==> config.mk <==
export PLATFORM = sky130hd
export DESIGN_NAME = stack_with_delete_middle_top_flat
export DESIGN_NICKNAME = d
export VERILOG_FILES = /design/src/rtl/swdm_pkg.sv /design/src/rtl/swdm_intf.sv /design/src/rtl/swdm_ram.sv /design/src/rtl/stack_with_delete_middle_top.sv /design/src/flat_wrapper.sv
export SDC_FILE = /design/constraint.sdc
export NUM_CORES = 2
export LEC_CHECK = 0
export ABC_AREA = 0
export BUFFER_PORTS_ARGS = -buffer_cell sky130_fd_sc_hd__buf_2
export CORE_MARGIN = 1.5
export CORE_UTILIZATION = 35
export CTS_CLUSTER_DIAMETER = 120
export CTS_CLUSTER_SIZE = 12
export DETAILED_ROUTE_END_ITERATION = 6
export PLACE_DENSITY_LB_ADDON = 0.05
export SLEW_MARGIN = 20
export SYNTH_ARGS = -nofsm -noshare
export SYNTH_HDL_FRONTEND = slang
export SYNTH_SLANG_ARGS = --single-unit
==> constraint.sdc <==
create_clock -name clock -period 15.2 [get_ports clock]
set_clock_uncertainty 0.05 [all_clocks]
set_input_delay 3.04 -clock clock [delete_from_list [all_inputs] [get_ports clock]]
set_output_delay 3.04 -clock clock [all_outputs]
set_load 0.05 [all_outputs]
==> src/rtl/swdm_pkg.sv <==
// Shared constants for the stack with delete-middle block.
// Command and status codes, field widths and the default stack depth.
// No dependencies.
package swdm_pkg;

   localparam int DEPTH_DEFAULT = 128;
   localparam int VALUE_W       = 32;
   localparam int CMD_W         = 2;
   localparam int STATUS_W      = 2;
   localparam int LEVEL_W       = 8;

   localparam logic [CMD_W-1:0] CMD_PUSH = 2'd0;
   localparam logic [CMD_W-1:0] CMD_POP  = 2'd1;
   localparam logic [CMD_W-1:0] CMD_DEL  = 2'd2;
   localparam logic [CMD_W-1:0] CMD_NONE = 2'd3;

   localparam logic [STATUS_W-1:0] ST_OK    = 2'd0;
   localparam logic [STATUS_W-1:0] ST_FULL  = 2'd1;
   localparam logic [STATUS_W-1:0] ST_EMPTY = 2'd2;

endpackage

==> src/rtl/swdm_intf.sv <==
// Valid/ready channel interfaces for command and response transfers.
// Depends on swdm_pkg for field widths.
interface swdm_req_intf;
   logic                                valid;
   logic                                ready;
   logic [swdm_pkg::CMD_W-1:0]          cmd;
   logic signed [swdm_pkg::VALUE_W-1:0] push_value;

   modport source (output valid, cmd, push_value, input ready);
   modport sink   (input valid, cmd, push_value, output ready);
endinterface

interface swdm_rsp_intf;
   logic                                valid;
   logic                                ready;
   logic signed [swdm_pkg::VALUE_W-1:0] out_value;
   logic [swdm_pkg::STATUS_W-1:0]       status;
   logic [swdm_pkg::LEVEL_W-1:0]        level;

   modport source (output valid, out_value, status, level, input ready);
   modport sink   (input valid, out_value, status, level, output ready);
endinterface

==> src/rtl/swdm_ram.sv <==
// Generic single-write, single-read memory with a registered read port.
// No dependencies.
module swdm_ram #(
   parameter int WIDTH = 32,
   parameter int DEPTH = 128,
   localparam int AW   = $clog2(DEPTH)
) (
   input  logic             clock,
   input  logic             wr_en,
   input  logic [AW-1:0]    wr_addr,
   input  logic [WIDTH-1:0] wr_data,
   input  logic [AW-1:0]    rd_addr,
   output logic [WIDTH-1:0] rd_data
);

   logic [WIDTH-1:0] mem_ff [DEPTH];
   logic [WIDTH-1:0] rd_data_ff;

   always_ff @(posedge clock) begin
      if (wr_en) begin
         mem_ff[wr_addr] <= wr_data;
      end
      rd_data_ff <= mem_ff[rd_addr];
   end

   assign rd_data = rd_data_ff;

endmodule

==> src/rtl/stack_with_delete_middle_top.sv <==
// Top level of the LIFO stack with push, pop and delete-middle commands.
// Depends on swdm_pkg, swdm_req_intf, swdm_rsp_intf and swdm_ram.
//
// Usage: commands arrive on req_chan (cmd, push_value) and each one yields
// exactly one transfer on rsp_chan (out_value, status, level). A transfer
// happens on a rising clock edge with valid and ready both high.
// The block handles one command at a time; req_chan.ready is high only while
// the sequencer is idle. Element storage is a single-port-read,
// single-port-write RAM with registered read data, and every step of a
// command goes through that one read port and one write port.
// Push, the unused code, and pop or delete on an empty stack go from the
// execute state straight to the response state. Pop first captures the top
// element read from the RAM. Delete-middle on a stack of n elements captures
// the element at position n-1-floor(n/2), then shifts the floor(n/2)
// elements above it down one at a time before the response.
// A new command is taken the cycle after a response is loaded into the
// output register, even if that response is still waiting. If the receiver
// stalls with a response pending, the next finished response waits in the
// sequencer until the output register frees.
// Synchronous reset empties the stack and drops any pending response; the
// RAM contents are not cleared and need no clearing pass.
module stack_with_delete_middle_top #(
   parameter int DEPTH = swdm_pkg::DEPTH_DEFAULT
) (
   input  logic         clock,
   input  logic         reset,
   swdm_req_intf.sink   req_chan,
   swdm_rsp_intf.source rsp_chan
);

   localparam int AW = $clog2(DEPTH);
   localparam int CW = $clog2(DEPTH + 1);
   localparam int VW = swdm_pkg::VALUE_W;

   typedef enum logic [2:0] {
      S_IDLE,
      S_EXEC,
      S_POP_CAP,
      S_DEL_CAP,
      S_SHIFT,
      S_RESP
   } state_type;

   state_type                       state_ff, state_in;
   logic [swdm_pkg::CMD_W-1:0]      cmd_ff, cmd_in;
   logic [VW-1:0]                   value_ff, value_in;
   logic [CW-1:0]                   count_ff, count_in;
   logic [AW-1:0]                   idx_ff, idx_in;
   logic [VW-1:0]                   res_val_ff, res_val_in;
   logic [swdm_pkg::STATUS_W-1:0]   res_st_ff, res_st_in;
   logic                            rsp_valid_ff, rsp_valid_in;
   logic [VW-1:0]                   rsp_val_ff, rsp_val_in;
   logic [swdm_pkg::STATUS_W-1:0]   rsp_st_ff, rsp_st_in;
   logic [swdm_pkg::LEVEL_W-1:0]    rsp_lvl_ff, rsp_lvl_in;

   logic          mem_wr_en;
   logic [AW-1:0] mem_wr_addr;
   logic [VW-1:0] mem_wr_data;
   logic [AW-1:0] mem_rd_addr;
   logic [VW-1:0] mem_rd_data;

   logic [CW:0]   count_x;
   logic [CW:0]   idx_p1;
   logic [CW:0]   idx_p2;
   logic [CW-1:0] del_pos;
   logic          out_free;

   assign count_x  = {1'b0, count_ff};
   assign idx_p1   = {{(CW + 1 - AW){1'b0}}, idx_ff} + (CW + 1)'(1);
   assign idx_p2   = {{(CW + 1 - AW){1'b0}}, idx_ff} + (CW + 1)'(2);
   assign del_pos  = count_ff - CW'(1) - (count_ff >> 1);
   assign out_free = !rsp_valid_ff || rsp_chan.ready;

   always_comb begin
      state_in     = state_ff;
      cmd_in       = cmd_ff;
      value_in     = value_ff;
      count_in     = count_ff;
      idx_in       = idx_ff;
      res_val_in   = res_val_ff;
      res_st_in    = res_st_ff;
      rsp_valid_in = rsp_valid_ff && !rsp_chan.ready;
      rsp_val_in   = rsp_val_ff;
      rsp_st_in    = rsp_st_ff;
      rsp_lvl_in   = rsp_lvl_ff;
      mem_wr_en    = 1'b0;
      mem_wr_addr  = idx_ff;
      mem_wr_data  = mem_rd_data;
      mem_rd_addr  = idx_ff;

      unique case (state_ff)
         S_IDLE: begin
            if (req_chan.valid) begin
               cmd_in   = req_chan.cmd;
               value_in = req_chan.push_value;
               state_in = S_EXEC;
            end
         end
         S_EXEC: begin
            res_val_in = '0;
            res_st_in  = swdm_pkg::ST_OK;
            state_in   = S_RESP;
            unique case (cmd_ff)
               swdm_pkg::CMD_PUSH: begin
                  if (count_ff == CW'(DEPTH)) begin
                     res_st_in = swdm_pkg::ST_FULL;
                  end else begin
                     mem_wr_en   = 1'b1;
                     mem_wr_addr = AW'(count_ff);
                     mem_wr_data = value_ff;
                     count_in    = count_ff + CW'(1);
                  end
               end
               swdm_pkg::CMD_POP: begin
                  if (count_ff == '0) begin
                     res_val_in = '1;
                     res_st_in  = swdm_pkg::ST_EMPTY;
                  end else begin
                     mem_rd_addr = AW'(count_ff - CW'(1));
                     count_in    = count_ff - CW'(1);
                     state_in    = S_POP_CAP;
                  end
               end
               swdm_pkg::CMD_DEL: begin
                  if (count_ff == '0) begin
                     res_val_in = '1;
                     res_st_in  = swdm_pkg::ST_EMPTY;
                  end else begin
                     mem_rd_addr = AW'(del_pos);
                     idx_in      = AW'(del_pos);
                     state_in    = S_DEL_CAP;
                  end
               end
               swdm_pkg::CMD_NONE: begin
                  state_in = S_RESP;
               end
            endcase
         end
         S_POP_CAP: begin
            res_val_in = mem_rd_data;
            state_in   = S_RESP;
         end
         S_DEL_CAP: begin
            res_val_in = mem_rd_data;
            if (idx_p1 < count_x) begin
               mem_rd_addr = AW'(idx_p1);
               state_in    = S_SHIFT;
            end else begin
               count_in = count_ff - CW'(1);
               state_in = S_RESP;
            end
         end
         S_SHIFT: begin
            mem_wr_en = 1'b1;
            if (idx_p2 < count_x) begin
               mem_rd_addr = AW'(idx_p2);
               idx_in      = AW'(idx_p1);
            end else begin
               count_in = count_ff - CW'(1);
               state_in = S_RESP;
            end
         end
         S_RESP: begin
            if (out_free) begin
               rsp_valid_in = 1'b1;
               rsp_val_in   = res_val_ff;
               rsp_st_in    = res_st_ff;
               rsp_lvl_in   = swdm_pkg::LEVEL_W'(count_ff);
               state_in     = S_IDLE;
            end
         end
         default: begin
            state_in = S_IDLE;
         end
      endcase
   end

   always_ff @(posedge clock) begin
      if (reset) begin
         state_ff     <= S_IDLE;
         count_ff     <= '0;
         rsp_valid_ff <= 1'b0;
      end else begin
         state_ff     <= state_in;
         count_ff     <= count_in;
         rsp_valid_ff <= rsp_valid_in;
      end
      cmd_ff     <= cmd_in;
      value_ff   <= value_in;
      idx_ff     <= idx_in;
      res_val_ff <= res_val_in;
      res_st_ff  <= res_st_in;
      rsp_val_ff <= rsp_val_in;
      rsp_st_ff  <= rsp_st_in;
      rsp_lvl_ff <= rsp_lvl_in;
   end

   swdm_ram #(
      .WIDTH (VW),
      .DEPTH (DEPTH)
   ) u_ram (
      .clock   (clock),
      .wr_en   (mem_wr_en),
      .wr_addr (mem_wr_addr),
      .wr_data (mem_wr_data),
      .rd_addr (mem_rd_addr),
      .rd_data (mem_rd_data)
   );

   assign req_chan.ready     = (state_ff == S_IDLE);
   assign rsp_chan.valid     = rsp_valid_ff;
   assign rsp_chan.out_value = rsp_val_ff;
   assign rsp_chan.status    = rsp_st_ff;
   assign rsp_chan.level     = rsp_lvl_ff;

endmodule

==> src/flat_wrapper.sv <==
// flat-port wrapper written by rule: the top's interface ports become plain ports
module stack_with_delete_middle_top_flat 
#(
   parameter int DEPTH = swdm_pkg::DEPTH_DEFAULT
)
  (clock, reset, req_chan_valid, req_chan_cmd, req_chan_push_value, req_chan_ready, rsp_chan_valid, rsp_chan_out_value, rsp_chan_status, rsp_chan_level, rsp_chan_ready);
  swdm_req_intf req_chan_i ();
  swdm_rsp_intf rsp_chan_i ();
  input  logic clock;
  input  logic reset;
  input wire logic [$bits(req_chan_i.valid)-1:0] req_chan_valid;
  input wire logic [$bits(req_chan_i.cmd)-1:0] req_chan_cmd;
  input wire logic [$bits(req_chan_i.push_value)-1:0] req_chan_push_value;
  output wire logic [$bits(req_chan_i.ready)-1:0] req_chan_ready;
  output wire logic [$bits(rsp_chan_i.valid)-1:0] rsp_chan_valid;
  output wire logic [$bits(rsp_chan_i.out_value)-1:0] rsp_chan_out_value;
  output wire logic [$bits(rsp_chan_i.status)-1:0] rsp_chan_status;
  output wire logic [$bits(rsp_chan_i.level)-1:0] rsp_chan_level;
  input wire logic [$bits(rsp_chan_i.ready)-1:0] rsp_chan_ready;
  assign req_chan_i.valid = req_chan_valid;
  assign req_chan_i.cmd = req_chan_cmd;
  assign req_chan_i.push_value = req_chan_push_value;
  assign req_chan_ready = req_chan_i.ready;
  assign rsp_chan_valid = rsp_chan_i.valid;
  assign rsp_chan_out_value = rsp_chan_i.out_value;
  assign rsp_chan_status = rsp_chan_i.status;
  assign rsp_chan_level = rsp_chan_i.level;
  assign rsp_chan_i.ready = rsp_chan_ready;
  stack_with_delete_middle_top #(.DEPTH(DEPTH)) u_core (.clock(clock), .reset(reset), .req_chan(req_chan_i), .rsp_chan(rsp_chan_i));
endmodule
# After elaboration in Yosys (flattened, before gate mapping)
# Memory sizes are Yosys's and may differ from the RTL's. A register that Yosys moved wholly into a read port is not among the register bits.
# Index checks and enable logic that the tools add are counted.
# classes
addsub,5
magnitude_cmp,2
eq_ne,17
mux,42
reduce_logical,17
# ops
cell,n
$mux 32,5
$pmux 32 s2,1
$mux 7,9
$mux 8,4
$pmux 7 s2,2
$pmux 8 s3,1
$pmux 7 s3,1
$lt 9x8->1,2
$pmux 3 s6,1
$pmux 8 s2,1
$mux 3,5
$ne 3x3->1 const B,3
$add 7x1->8 const B,1
$add 7x2->8 const B,1
$add 8x1->8 const B,1
$eq 8x8->1 const B,1
$logic_not 8->1,1
$mux 1,8
$sub 8x1->8 const B,1
$sub 7x7->7,1
$eq 3x2->1 const B,2
$eq 3x3->1 const B,2
$ne 2x1->1 const B,3
$ne 2x2->1 const B,3
18 further kinds,23
# totals
ff_bits,129
ram_bits,4096
in_bits,38
output_inout_bits,44
elab_cells,95
n_memories,1
# memory_table
name,words,width,rd,rd_clocked_by_memory_dff,wr,line_no,source
u_core.u_ram.mem_ff,128,32,1,1,1,swdm_ram.sv:16,logic [WIDTH-1:0] mem_ff [DEPTH];

# Depth between registers and ports, before layout
# logic_depth
depth_word,6
depth_mapped,24
ltp_nobuf,17

# Hierarchy
# A second synthesis with hierarchy kept.
# unflattened
hier_cells,6608
hier_area_um2,163001.3
# by_module_without_submodules
mod,n_inst,cells_per_inst,area_each_um2,seq_area_each_um2
swdm_ram,1,5990,156276.1,123638.6
stack_with_delete_middle_top,1,618,6725.2,3753.6

# Worst setup path after synthesis
# No wires, ideal clock.
# synth_path
path_type,reg-to-reg
start,register u_core.count_ff[1]
end,memory u_core.u_ram.mem_ff[0][0] (data pin)
setup_ps,1198
t_arrival_ps,7256
required_ps,13952
path_slack_ps,6696
path_stages_with_launch,13
path_buffers,4
period_less_slack_ps,8504
path_cell_list,dfxtp_1 -> clkbuf_1 -> inv_1 -> ha_1 -> nor4b_4 -> nand2_1 -> nor2_1 -> nand2_1 -> and3_1 -> clkbuf_1 -> clkbuf_1 -> clkbuf_1 -> o21ai_0
# synth_via
elab_chain_len,4
# synth_lines
item,line_no,source
start: declaration,stack_with_delete_middle_top.sv:47,"logic [CW-1:0] count_ff, count_in;"
start signal: assignment,stack_with_delete_middle_top.sv:185,count_ff <= count_in;
$eq 8x8->1,stack_with_delete_middle_top.sv:105,if (count_ff == CW'(DEPTH)) begin
$mux 32,stack_with_delete_middle_top.sv:105,
$mux 32,stack_with_delete_middle_top.sv:103,unique case (cmd_ff)
$mux 32,stack_with_delete_middle_top.sv:91,unique case (state_ff)
named net u_core.mem_wr_data[0],stack_with_delete_middle_top.sv:58,logic [VW-1:0] mem_wr_data;
end: declaration,swdm_ram.sv:16,
# The timed path passes the listed nets, and every way through them passes these cells.

# Worst setup path in the final report
# layout_path
start,register u_core.idx_ff[0]
end,"register u_core.u_ram.rd_data_ff[17], in the netlist u_core.u_ram.rd_data[17] (read register of u_core.u_ram.mem_ff)"
# layout_via
elab_chain_len,4
elab_cells_between_ends,10
classes_between,add/sub: 2; order compare: 2; mux: 6
# layout_lines
item,line_no,source
start: declaration,stack_with_delete_middle_top.sv:48,"logic [AW-1:0] idx_ff, idx_in;"
start signal: assignment,stack_with_delete_middle_top.sv:190,idx_ff <= idx_in;
$add 7x2->8 / $add 7x1->8 (equally long branches),"stack_with_delete_middle_top.sv:70, stack_with_delete_middle_top.sv:69",
$lt 9x8->1 (on tied branches),"stack_with_delete_middle_top.sv:155, stack_with_delete_middle_top.sv:145",
$mux 7 (on tied branches),"stack_with_delete_middle_top.sv:155, stack_with_delete_middle_top.sv:145",
$pmux 7 s3 *,stack_with_delete_middle_top.sv:91,
end: declaration,swdm_ram.sv:17,logic [WIDTH-1:0] rd_data_ff;
# Mark *: on every way between the ends. The rest lies on a longest branch, timed or not.
# A chain may end at the register's enable or synchronous reset.

==> impl_metrics.tcl <==
set metrics [dict create \
    outcome "finished, final reports clean" \
    grt_pass1_wl_um 891000 \
    p_sw_share_pct 46.5 \
    worst_hold_path_type "flip-flop to flip-flop" \
    grt_max_degree 171 \
    htreeDepth 5 \
    grt_overflow_total 0 \
    io_pins 82 \
    die_x_um 697 \
    p_leak_nw 62.4 \
    clock_latency_ps 1010 \
    synthCells 12130 \
    cts_buffers 393 \
    start_util_pct 35.2 \
    slew_headroom_pct 18.4 \
    crit_path_end_kind "flip-flop" \
    hpwl_um 371000 \
    post-cts-setup-buffers 0 \
    chipHeight_um 697 \
    slew_viol_final 0 \
    rows 254 \
    min_period_ps 8700 \
    antenna_found_initial 64 \
    path_clk_slew_ps 60 \
    vias_per_cell 5.67 \
    syn-cell-area_um2 169000 \
    crit_type "flip-flop to flip-flop" \
    final_area_um2 190000 \
    synth-main-ff-cell "edfxtp_1" \
    worst_hold_slack_ps 338 \
    cts_resized 0 \
    ant_nets 0 \
    hold_violations 0 \
    drc_errors 0 \
    fmax_mhz 115 \
    port-buffer-count 81 \
    nets 12310 \
    seq_power_share_pct 32.7 \
    worstHoldPathCells 0 \
    clkPwrFrac_pct 19.8 \
    rsz0062_at_grt "no" \
    fillers 44568 \
    cts_root_buf "clkbuf_16" \
    area_growth_syn_to_layout_pct 12.8 \
    core_um2 479000 \
    power_frac_comb_pct 47.5 \
    gp_congestion 0.865 \
    grt_pass1_vias 103441 \
    wirelength_um 654000 \
    drt_iter0_drc 11860 \
    ys_warn_count 0 \
    dr.pass1.iters 6 \
    hold_buffers 0 \
    dr_total_vias 107146 \
    yosysSeqAreaShare_pct 75.5 \
    required_ps 16060 \
    power_density_nw_per_um2 243 \
    path_max_fanout 79 \
    synth_common_cells "edfxtp_1 (4213), nand2_1 (3197), nand3_1 (1185)" \
    synthArstFlopShare_pct 0 \
    fp.dieArea_um2 486000 \
    synth-edff-count 4213 \
    synth_top_cell_by_area "edfxtp_1" \
    avgSynthCellArea_um2 13.9 \
    drv_cap 0 \
    crit_arrival_ps 9560 \
    internal_power_mw 24.8 \
    grt_usage_pct 26.2 \
    period_share_pct 57.2 \
    vdd_drop_max_mv 0.228 \
    switchingPower_mw 21.5 \
    avgRoutedWirePerCell_um 34.6 \
    yosys.cell_types.count 91 \
    cts_buffer_depth 4 \
    synthMostInstantiatedCell "edfxtp_1" \
    worst_slew_pin_slew_ps 1220 \
    drive_above_1_share_pct 10.7 \
    r2r_cells 19 \
    setup_viol 0 \
    syn-num-nets 12197 \
    startpoint_type "flip-flop" \
    place_area_um2 179000 \
    ys_ff_latch 4257 \
    cts_tree "done" \
    synth.area.top_cells "edfxtp_1 (75%), nand2_1 (7.1%), nand3_1 (3.5%), mux2i_1 (1.6%), and3_1 (1.0%)" \
    fin_tns_setup_ps 0 \
    cts.sinks 4257 \
    synth_top_area_share_pct 75.0 \
]
## flip-flops by register name (all words and copies together) (netlist names), 3 cells and up
| signal | cells |
|---|---|
| u_core.u_ram.mem_ff | 4096 |
| u_core.res_val_ff | 32 |
| u_core.rsp_chan.out_value | 32 |
| u_core.u_ram.rd_data | 32 |
| u_core.value_ff | 32 |
| u_core.count_ff | 8 |
| u_core.rsp_chan.level | 8 |
| u_core.idx_ff | 7 |
| u_core.state_ff | 3 |
## logic make-up after synthesis
family / Yosys count / share of synthesized area (%)
and+or+nand+nor: 5080 / 12.9
xor gates and xnor gates: 22 / 0.114
DFF: 4257 / 75.5
adders and majority gates: 29 / 0.219
buffers and inverters: 864 / 2.41
AOI/OAI and AO/OA: 1527 / 6.23
muxes: 351 / 2.63
## final cells by class
class | count | area (um2) | share of cell area (%)
flip-flops and latches | 4257 | 127000 | 66.9
multi-input cells | 7009 | 39300 | 20.6
clock buffers | 520 | 10500 | 5.51
well taps | 6400 | 8010 | 4.21
repair buffers | 533 | 4300 | 2.26
clock inverters | 23 | 425 | 0.224
diodes | 104 | 260 | 0.137
inverters | 49 | 185 | 0.0973
## critical path, cell delays in order, from the launching register on
cell and delay [ps]:
edfxtp_1 950, ha_1 430, nand3_1 130, xnor2_1 350
ha_1 330, a211o_1 340, a21oi_1 200, a211oi_1 250
o22ai_2 170, buf_4 460, and2_4 900, buf_4 820
buf_12 440, nand2_1 110, nand3_1 110, a21oi_1 70
a2111oi_0 610, a211oi_1 350, or4_1 1010, a21oi_1 280
## power groups by stage
stage | clock, mW | sequential (mW) | combinational [mW]
final | 9.17 | 15.2 | 22.0
after global routing | 9.76 | 15.2 | 23.2
after CTS | 9.38 | 15.2 | 22.2
after detailed placement | 0 | 15.4 | 22.1
after global placement | 0 | 15.4 | 21.9
after floorplan | 0 | 15.9 | 11.0
## layout by cell type, fill, tap and decap left out, types with 16 or more instances in the layout
cell       synthesis  layout
a22oi_1           17      16
a32oi_1          122     122
mux2i_1          275     275
buf_12             1      34
a211oi_1         100      91
and3_1           279     278
nand3_1         1185    1178
mux4_2            73      73
inv_1             43      43
nor4_1            39      33
buf_2            312      81
o22ai_1          110     106
nand2_1         3197    3189
a32o_1            33      33
clkbuf_1         312     119
a21oi_1          323     310
a2111oi_0         20      18
xnor2_1           17      17
nor2_4             0     137
clkbuf_16          0     401
o21ai_4            0      32
dfxtp_1           44      44
diode_2            0     104
o21ai_0          156     110
nor2_1           218      78
a221oi_1          54      51
ha_1              28      28
or4_1             20      20
o211ai_1          35      35
nor3_1            44      36
a311oi_1         166     166
nand4_1           31      31
buf_4             81     403
a31oi_1          234     228
edfxtp_1        4213    4213
o21ai_1           25      38
## final timing paths
path | from | end | slack, ps
worst max register to register | u_core.idx_ff[0]$_DFFE_PP_ | u_core.u_ram.rd_data[17]$_DFF_P_ | 6500
worst min register to register | u_core.res_val_ff[15]$_DFFE_PP_ | u_core.rsp_chan.out_value[15]$_DFFE_PP_ | 340
worst max-delay path | u_core.idx_ff[0]$_DFFE_PP_ | u_core.u_ram.rd_data[17]$_DFF_P_ | 6500
worst min-delay path | u_core.res_val_ff[15]$_DFFE_PP_ | u_core.rsp_chan.out_value[15]$_DFFE_PP_ | 340
## through the flow
step	util, %	power (mW)	std cells	setup slack (ps)
after floorplan	-	26.8	12130	6700
after global placement	37.3	37.3	18222	3300
after detailed placement	37.4	37.6	18247	6510
after CTS	39.7	46.8	18790	6470
after global routing	39.7	48.1	18873	6220
final	39.7	46.3	18895	6500
## layer usage
| layer | vias up | GRT usage, % | part of all wire [%] |
|---|---|---|---|
| met5 | - | 0 | 0.0099 |
| met4 | 10 | 8.82 | 3.7 |
| met3 | 791 | 3.19 | 6.0 |
| met2 | 3895 | 43.1 | 47 |
| met1 | 56708 | 36.1 | 43 |
| li1 | 45742 | - | - |
Note: power is estimated with default switching activity, not from simulation.
